--- src/design/ssmc_pkg.sv ---
`default_nettype none

package ssmc_pkg;

    // default sizing
    localparam int SET_DEPTH_DEF   = 4096;
    localparam int OFFSET_BITS_DEF = 32;

    // fixed field widths
    localparam int OPCODE_W   = 2;
    localparam int OFFSET_W   = 32;
    localparam int SCORE_W    = 32;
    localparam int CNT_W      = 13;
    localparam int EITHER_W   = 14;
    localparam int LIMIT_W    = 13;
    localparam int WEIGHT_W   = 13;
    localparam int CFG_IDX_W  = 3;
    localparam int CFG_DATA_W = 32;

    // saturation points of the hit counters
    localparam logic [CNT_W-1:0]    CNT_MAX    = '1;
    localparam logic [EITHER_W-1:0] EITHER_MAX = '1;

    // odds test: outside 45..55 percent means n*9 >= d*11 or d*9 >= n*11
    localparam int PROD_W   = 28;
    localparam int CMP_W    = 32;
    localparam int RATIO_LO = 9;
    localparam int RATIO_HI = 11;

    typedef enum logic [OPCODE_W-1:0] {
        OP_LOAD_A = 2'd0,
        OP_LOAD_B = 2'd1,
        OP_KEY    = 2'd2,
        OP_CLEAR  = 2'd3
    } opcode_t;

    typedef enum logic [CFG_IDX_W-1:0] {
        CFG_LIMIT_A   = 3'd0,
        CFG_LIMIT_B   = 3'd1,
        CFG_MIN_SCORE = 3'd2,
        CFG_MAX_SCORE = 3'd3,
        CFG_WEIGHT_A  = 3'd4,
        CFG_WEIGHT_B  = 3'd5
    } cfg_idx_t;

    typedef enum logic [1:0] {
        ST_IDLE,
        ST_PROBE,
        ST_FIGURE,
        ST_DECIDE
    } state_t;

    // counts and settings handed to the verdict unit
    typedef struct packed {
        logic [CNT_W-1:0]    count_a;
        logic [CNT_W-1:0]    count_b;
        logic [EITHER_W-1:0] count_either;
        logic [LIMIT_W-1:0]  limit_a;
        logic [LIMIT_W-1:0]  limit_b;
        logic [WEIGHT_W-1:0] weight_a;
        logic [WEIGHT_W-1:0] weight_b;
    } verdict_in_t;

    // one result item
    typedef struct packed {
        logic [CNT_W-1:0]    hits_a;
        logic [CNT_W-1:0]    hits_b;
        logic [EITHER_W-1:0] hits_either;
        logic                reportable;
        logic                favors_a;
    } result_t;

endpackage

`default_nettype wire

--- src/design/ssmc_verdict.sv ---
`default_nettype none

module ssmc_verdict (
    input  wire logic                   clk,
    input  wire logic                   rst_n,
    input  wire logic                   go,
    input  wire ssmc_pkg::verdict_in_t  vin,
    output ssmc_pkg::result_t           res,
    output logic                        done
);

    logic [ssmc_pkg::WEIGHT_W-1:0] wa;
    logic [ssmc_pkg::WEIGHT_W-1:0] wb;
    logic [ssmc_pkg::EITHER_W-1:0] bonly;
    logic [ssmc_pkg::EITHER_W-1:0] a_plus;
    logic [ssmc_pkg::EITHER_W:0]   b_plus;
    logic [ssmc_pkg::PROD_W-1:0]   n_next;
    logic [ssmc_pkg::PROD_W-1:0]   d_next;

    logic [ssmc_pkg::PROD_W-1:0]   n_reg;
    logic [ssmc_pkg::PROD_W-1:0]   d_reg;
    logic                          limit_met_reg;
    logic [ssmc_pkg::CNT_W-1:0]    hits_a_reg;
    logic [ssmc_pkg::CNT_W-1:0]    hits_b_reg;
    logic [ssmc_pkg::EITHER_W-1:0] hits_either_reg;
    logic                          s1_valid_reg;

    logic [ssmc_pkg::CMP_W-1:0]    n9;
    logic [ssmc_pkg::CMP_W-1:0]    n11;
    logic [ssmc_pkg::CMP_W-1:0]    d9;
    logic [ssmc_pkg::CMP_W-1:0]    d11;

    ssmc_pkg::result_t             res_reg;
    logic                          done_reg;

    // stage 1: prior-weighted odds numerator and denominator
    always_comb
    begin
        wa     = (vin.weight_a == '0) ? ssmc_pkg::WEIGHT_W'(1) : vin.weight_a;
        wb     = (vin.weight_b == '0) ? ssmc_pkg::WEIGHT_W'(1) : vin.weight_b;
        bonly  = (vin.count_either >= ssmc_pkg::EITHER_W'(vin.count_a))
                 ? vin.count_either - ssmc_pkg::EITHER_W'(vin.count_a) : '0;
        a_plus = ssmc_pkg::EITHER_W'(vin.count_a) + ssmc_pkg::EITHER_W'(1);
        b_plus = {1'b0, bonly} + (ssmc_pkg::EITHER_W+1)'(1);
        n_next = ssmc_pkg::PROD_W'(a_plus) * ssmc_pkg::PROD_W'(wb);
        d_next = ssmc_pkg::PROD_W'(b_plus) * ssmc_pkg::PROD_W'(wa);
    end

    always_ff @(posedge clk)
    begin
        if (go)
        begin
            n_reg           <= n_next;
            d_reg           <= d_next;
            limit_met_reg   <= (vin.count_a >= vin.limit_a) || (vin.count_b >= vin.limit_b);
            hits_a_reg      <= vin.count_a;
            hits_b_reg      <= vin.count_b;
            hits_either_reg <= vin.count_either;
        end
    end

    // stage 2: odds band test and sign
    always_comb
    begin
        n9  = ssmc_pkg::CMP_W'(n_reg) * ssmc_pkg::CMP_W'(ssmc_pkg::RATIO_LO);
        n11 = ssmc_pkg::CMP_W'(n_reg) * ssmc_pkg::CMP_W'(ssmc_pkg::RATIO_HI);
        d9  = ssmc_pkg::CMP_W'(d_reg) * ssmc_pkg::CMP_W'(ssmc_pkg::RATIO_LO);
        d11 = ssmc_pkg::CMP_W'(d_reg) * ssmc_pkg::CMP_W'(ssmc_pkg::RATIO_HI);
    end

    always_ff @(posedge clk)
    begin
        if (s1_valid_reg)
        begin
            res_reg.hits_a      <= hits_a_reg;
            res_reg.hits_b      <= hits_b_reg;
            res_reg.hits_either <= hits_either_reg;
            res_reg.reportable  <= limit_met_reg && ((n9 >= d11) || (d9 >= n11));
            res_reg.favors_a    <= n_reg > d_reg;
        end
    end

    // stage valid flags
    always_ff @(posedge clk or negedge rst_n)
    begin
        if (!rst_n)
        begin
            s1_valid_reg <= 1'b0;
            done_reg     <= 1'b0;
        end
        else
        begin
            s1_valid_reg <= go;
            done_reg     <= s1_valid_reg;
        end
    end

    assign res  = res_reg;
    assign done = done_reg;

endmodule

`default_nettype wire
--- config.mk ---
export PLATFORM = sky130hd
export DESIGN_NAME = ssmc_verdict
export DESIGN_NICKNAME = d
export VERILOG_FILES = /design/src/design/ssmc_pkg.sv /design/src/design/ssmc_verdict.sv
export SDC_FILE = /design/constraint.sdc
export NUM_CORES = 2
export LEC_CHECK = 0
export BUFFER_PORTS_ARGS = -buffer_cell sky130_fd_sc_hd__buf_4
export CAP_MARGIN = 20
export CORE_MARGIN = 2
export CORE_UTILIZATION = 63
export DETAILED_ROUTE_END_ITERATION = 8
export PLACE_DENSITY = 0.82
export SLEW_MARGIN = 20
export SYNTH_ARGS = -nofsm -noshare
export SYNTH_HDL_FRONTEND = slang
export SYNTH_SLANG_ARGS = --single-unit
--- constraint.sdc ---
create_clock -name clk -period 5.5 [get_ports clk]
set_input_delay 0.275 -clock clk [delete_from_list [all_inputs] [get_ports clk]]
set_output_delay 0.275 -clock clk [all_outputs]
set_load 0.01 [all_outputs]
==> impl_metrics.json <==
{
  "core_area_mm2": 0.04422,
  "synth_top_family_by_area": "adder cells",
  "pin_count": 138,
  "hp-class": "primary input to flop",
  "cts_sinks": 140,
  "criticalPathCategory": "primary input to flop",
  "ys_seq_elements": 140,
  "htree_num_levels": 4,
  "outcome": "finished, violations left",
  "cts_buffers": 17,
  "place_inst": 4075,
  "nNetsFinal": 4512,
  "grt_max_degree": 56,
  "drv_slew": 0,
  "routed_wl_um": 83610,
  "grt_pass1_wl_um": 126900,
  "synthesis.nets": 4026,
  "drc": 0,
  "syn_to_final_growth_pct": 23.68,
  "via_per_inst": 5.885,
  "finalHoldViolations": 0,
  "synthMuxAreaShare": 0.0003541,
  "start_util": 0.6392,
  "synth-xor-area-share": 0.04989,
  "n_fill_cell": 2539,
  "stdcell_count": 4206,
  "antenna_found_initial": 1,
  "cts_tree": "yes",
  "grt_overflow_total": 0,
  "ctsRootBufferMaster": "clkbuf_16",
  "clk_path_buf_depth": 2,
  "dp_hpwl_um": 60700,
  "placementRows": 77,
  "min_period_over_period": 1.385,
  "fmaxAchievable_mhz": 131.3,
  "start_kind": "primary input",
  "cp_slowest_cell": "fa_1",
  "place_congestion": 0.9404,
  "die-height_um": 215.8,
  "syn_area_mm2": 0.02827,
  "report.final.setup_viol": 33,
  "arrival_ns": 7.83,
  "violations": "setup timing",
  "synth-compound-area-share": 0.1196,
  "crit_path_end_kind": "flop",
  "synthArstFlopShare": 0.01429,
  "synth-main-ff-cell": "edfxtp_1",
  "wl_per_cell_um": 19.88,
  "cpMostUsedCell": "fa_1",
  "drt_iter0_drc": 1633,
  "drive_above_1_share": 0.2250,
  "slew_headroom": 0.4864,
  "grtUsageTotal": 0.3388,
  "clk_latency_ns": 0.47,
  "path_clk_slew_ns": 0.07,
  "maxCapViolations": 0,
  "ant_nets": 0,
  "ys_types": 82,
  "grt_setup_unrepaired": "true",
  "synth-simple-area-share": 0.1370,
  "largest_reg_flops": 42,
  "synth_edf_count": 138,
  "critPathMaxStageDelay_ns": 0.56,
  "fin_ws_ns": -2.119,
  "crit_required_ns": 5.72,
  "clock_skew_ns": 0.01509,
  "syn-instance-count": 3114,
  "period_needed_ns": 7.619,
  "grt_pass1_vias": 26066,
  "io_buffers": 137,
  "avgSynthCellArea_um2": 9.077,
  "synth.yosys.seq_area_share": 0.1484,
  "die_w_um": 215.8,
  "dr.pass1.iters": 7,
  "ys_warn_count": 0,
  "vias": 24753,
  "tightest_slew_ns": 0.7668,
  "die_area_mm2": 0.04658,
  "cp_max_fo": 4,
  "synthAdderAreaFrac": 0.4485
}
[metrics by stage]
| stage | utilization | TNS (ns) | setup WS (ns) | hold slack (ns) | instance area [µm²] |
|---|---|---|---|---|---|
| floorplan | - | -34.34 | -2.108 | -0.02059 | 28910 |
| global placement | 0.7367 | -42.27 | -2.207 | 0.05640 | 32580 |
| detailed placement | 0.7367 | -49.31 | -2.480 | 0.05916 | 32580 |
| CTS | 0.7712 | -30.04 | -1.815 | 0.002694 | 34100 |
| global route | 0.7905 | -42.29 | -2.386 | 0.01351 | 34960 |
| finish | 0.7906 | -36.26 | -2.119 | 0.01316 | 34960 |
[synth_stat cells, types with 29 or more instances]
master / number / area [µm²]
inv_1: 660 / 2477
ha_1: 490 / 6131
fa_1: 327 / 6546
nand2_1: 264 / 991.0
and2_1: 160 / 1001
a21oi_1: 151 / 755.7
edfxtp_1: 138 / 4144
xnor2_1: 103 / 902.1
nor2_1: 101 / 379.1
a21o_1: 89 / 668.1
o21ai_0: 86 / 430.4
xor2_1: 58 / 508.0
clkbuf_1: 52 / 195.2
nor2b_1: 42 / 262.8
o21a_1: 35 / 262.8
nand4_1: 32 / 200.2
nand2b_1: 29 / 181.4
[final timing paths]
path / startpoint / to / slack [ns] / depth (start not counted)
setup / recovery: vin[52] / d_reg[27] / -2.12 / 37
hold / removal: vin[59] / hits_either_reg[7] / 0.01 / 1
setup reg to reg: d_reg[5] / res[1] / 0.16 / 23
hold reg to reg: hits_a_reg[2] / res[31] / 0.42 / 0
max in group asynchronous: rst_n / s1_valid_reg / 5.29 / 2
min in group asynchronous: rst_n / s1_valid_reg / 0.11 / 2
[per-layer routing]
layer | GRT usage | vias to the layer above | wire [µm]
met3 | 0.07808 | 384 | 6516
met1 | 0.3947 | 11966 | 31290
met2 | 0.5969 | 1199 | 40990
li1 | - | 11202 | -
met5 | 0 | - | 13
met4 | 0.1460 | 2 | 4798
[cell families (layout without fill, tap and decap cells)]
logic type | count (synthesis) | in the layout
compound gates | 515 | 515
fa+ha+maj | 817 | 817
xor+xnor | 161 | 161
other cells | 0 | 1
flops | 140 | 140
buf+inv | 719 | 1218
simple gates | 761 | 761
mux | 1 | 1
[critical path, delay by kind of cell]
kind	cells	cell delay (ns)
buffers and inverters	8	0.62
xor gates and xnor gates	2	0.26
and+or+nand+nor	9	1.75
AOI/OAI and AO/OA	9	1.47
adders and majority gates	9	3.46
[what timing repair did]
item                       in CTS  in global routing
hold endpoints to repair       20                  0
resized for setup             112                141
setup endpoints to repair      33                 36
gates cloned                    2                  0
hold buffers                   19                  0
pin swaps                     106                138
setup buffers                  40                 40
[layout make-up]
cell class                      instances  area (µm²)  share of cell area
Multi-Input combinational cell       2255       22700              0.6493
Tap cell                              592       740.7             0.02119
Inverter                              660        2497             0.07144
Sequential cell                       140        4198              0.1201
Antenna cell                            1       2.502          0.00007158
Clock buffer                           17       425.4             0.01217
Timing Repair Buffer                  526        4228              0.1209
Clock inverter                         15       170.2            0.004867
[cells in the final DEF, fill, tap and decap left out, types with 13 or more instances in the layout]
master and instances:
inv_2 36, dlygate4sd3_1 19, a21o_1 88, buf_6 43, o21ai_0 72, o211ai_1 13
edfxtp_1 138, buf_4 454, nand2_1 240, nand2b_1 27, inv_1 619, clkbuf_16 17
ha_4 29, nand2_2 19, xnor2_1 89, a21oi_1 129, a211oi_1 15, o21bai_1 18
and2_1 147, and3_1 17, nor3_1 18, o21a_1 35, nor2b_1 40, nor2_1 86
and2_4 13, nand4_1 32, fa_2 20, ha_1 458, a21oi_2 19, nand3_1 21
fa_1 307, xor2_1 56
Power is not shown: default switching activity piles up to over one toggle a cycle in this logic, so the estimate is an artifact.
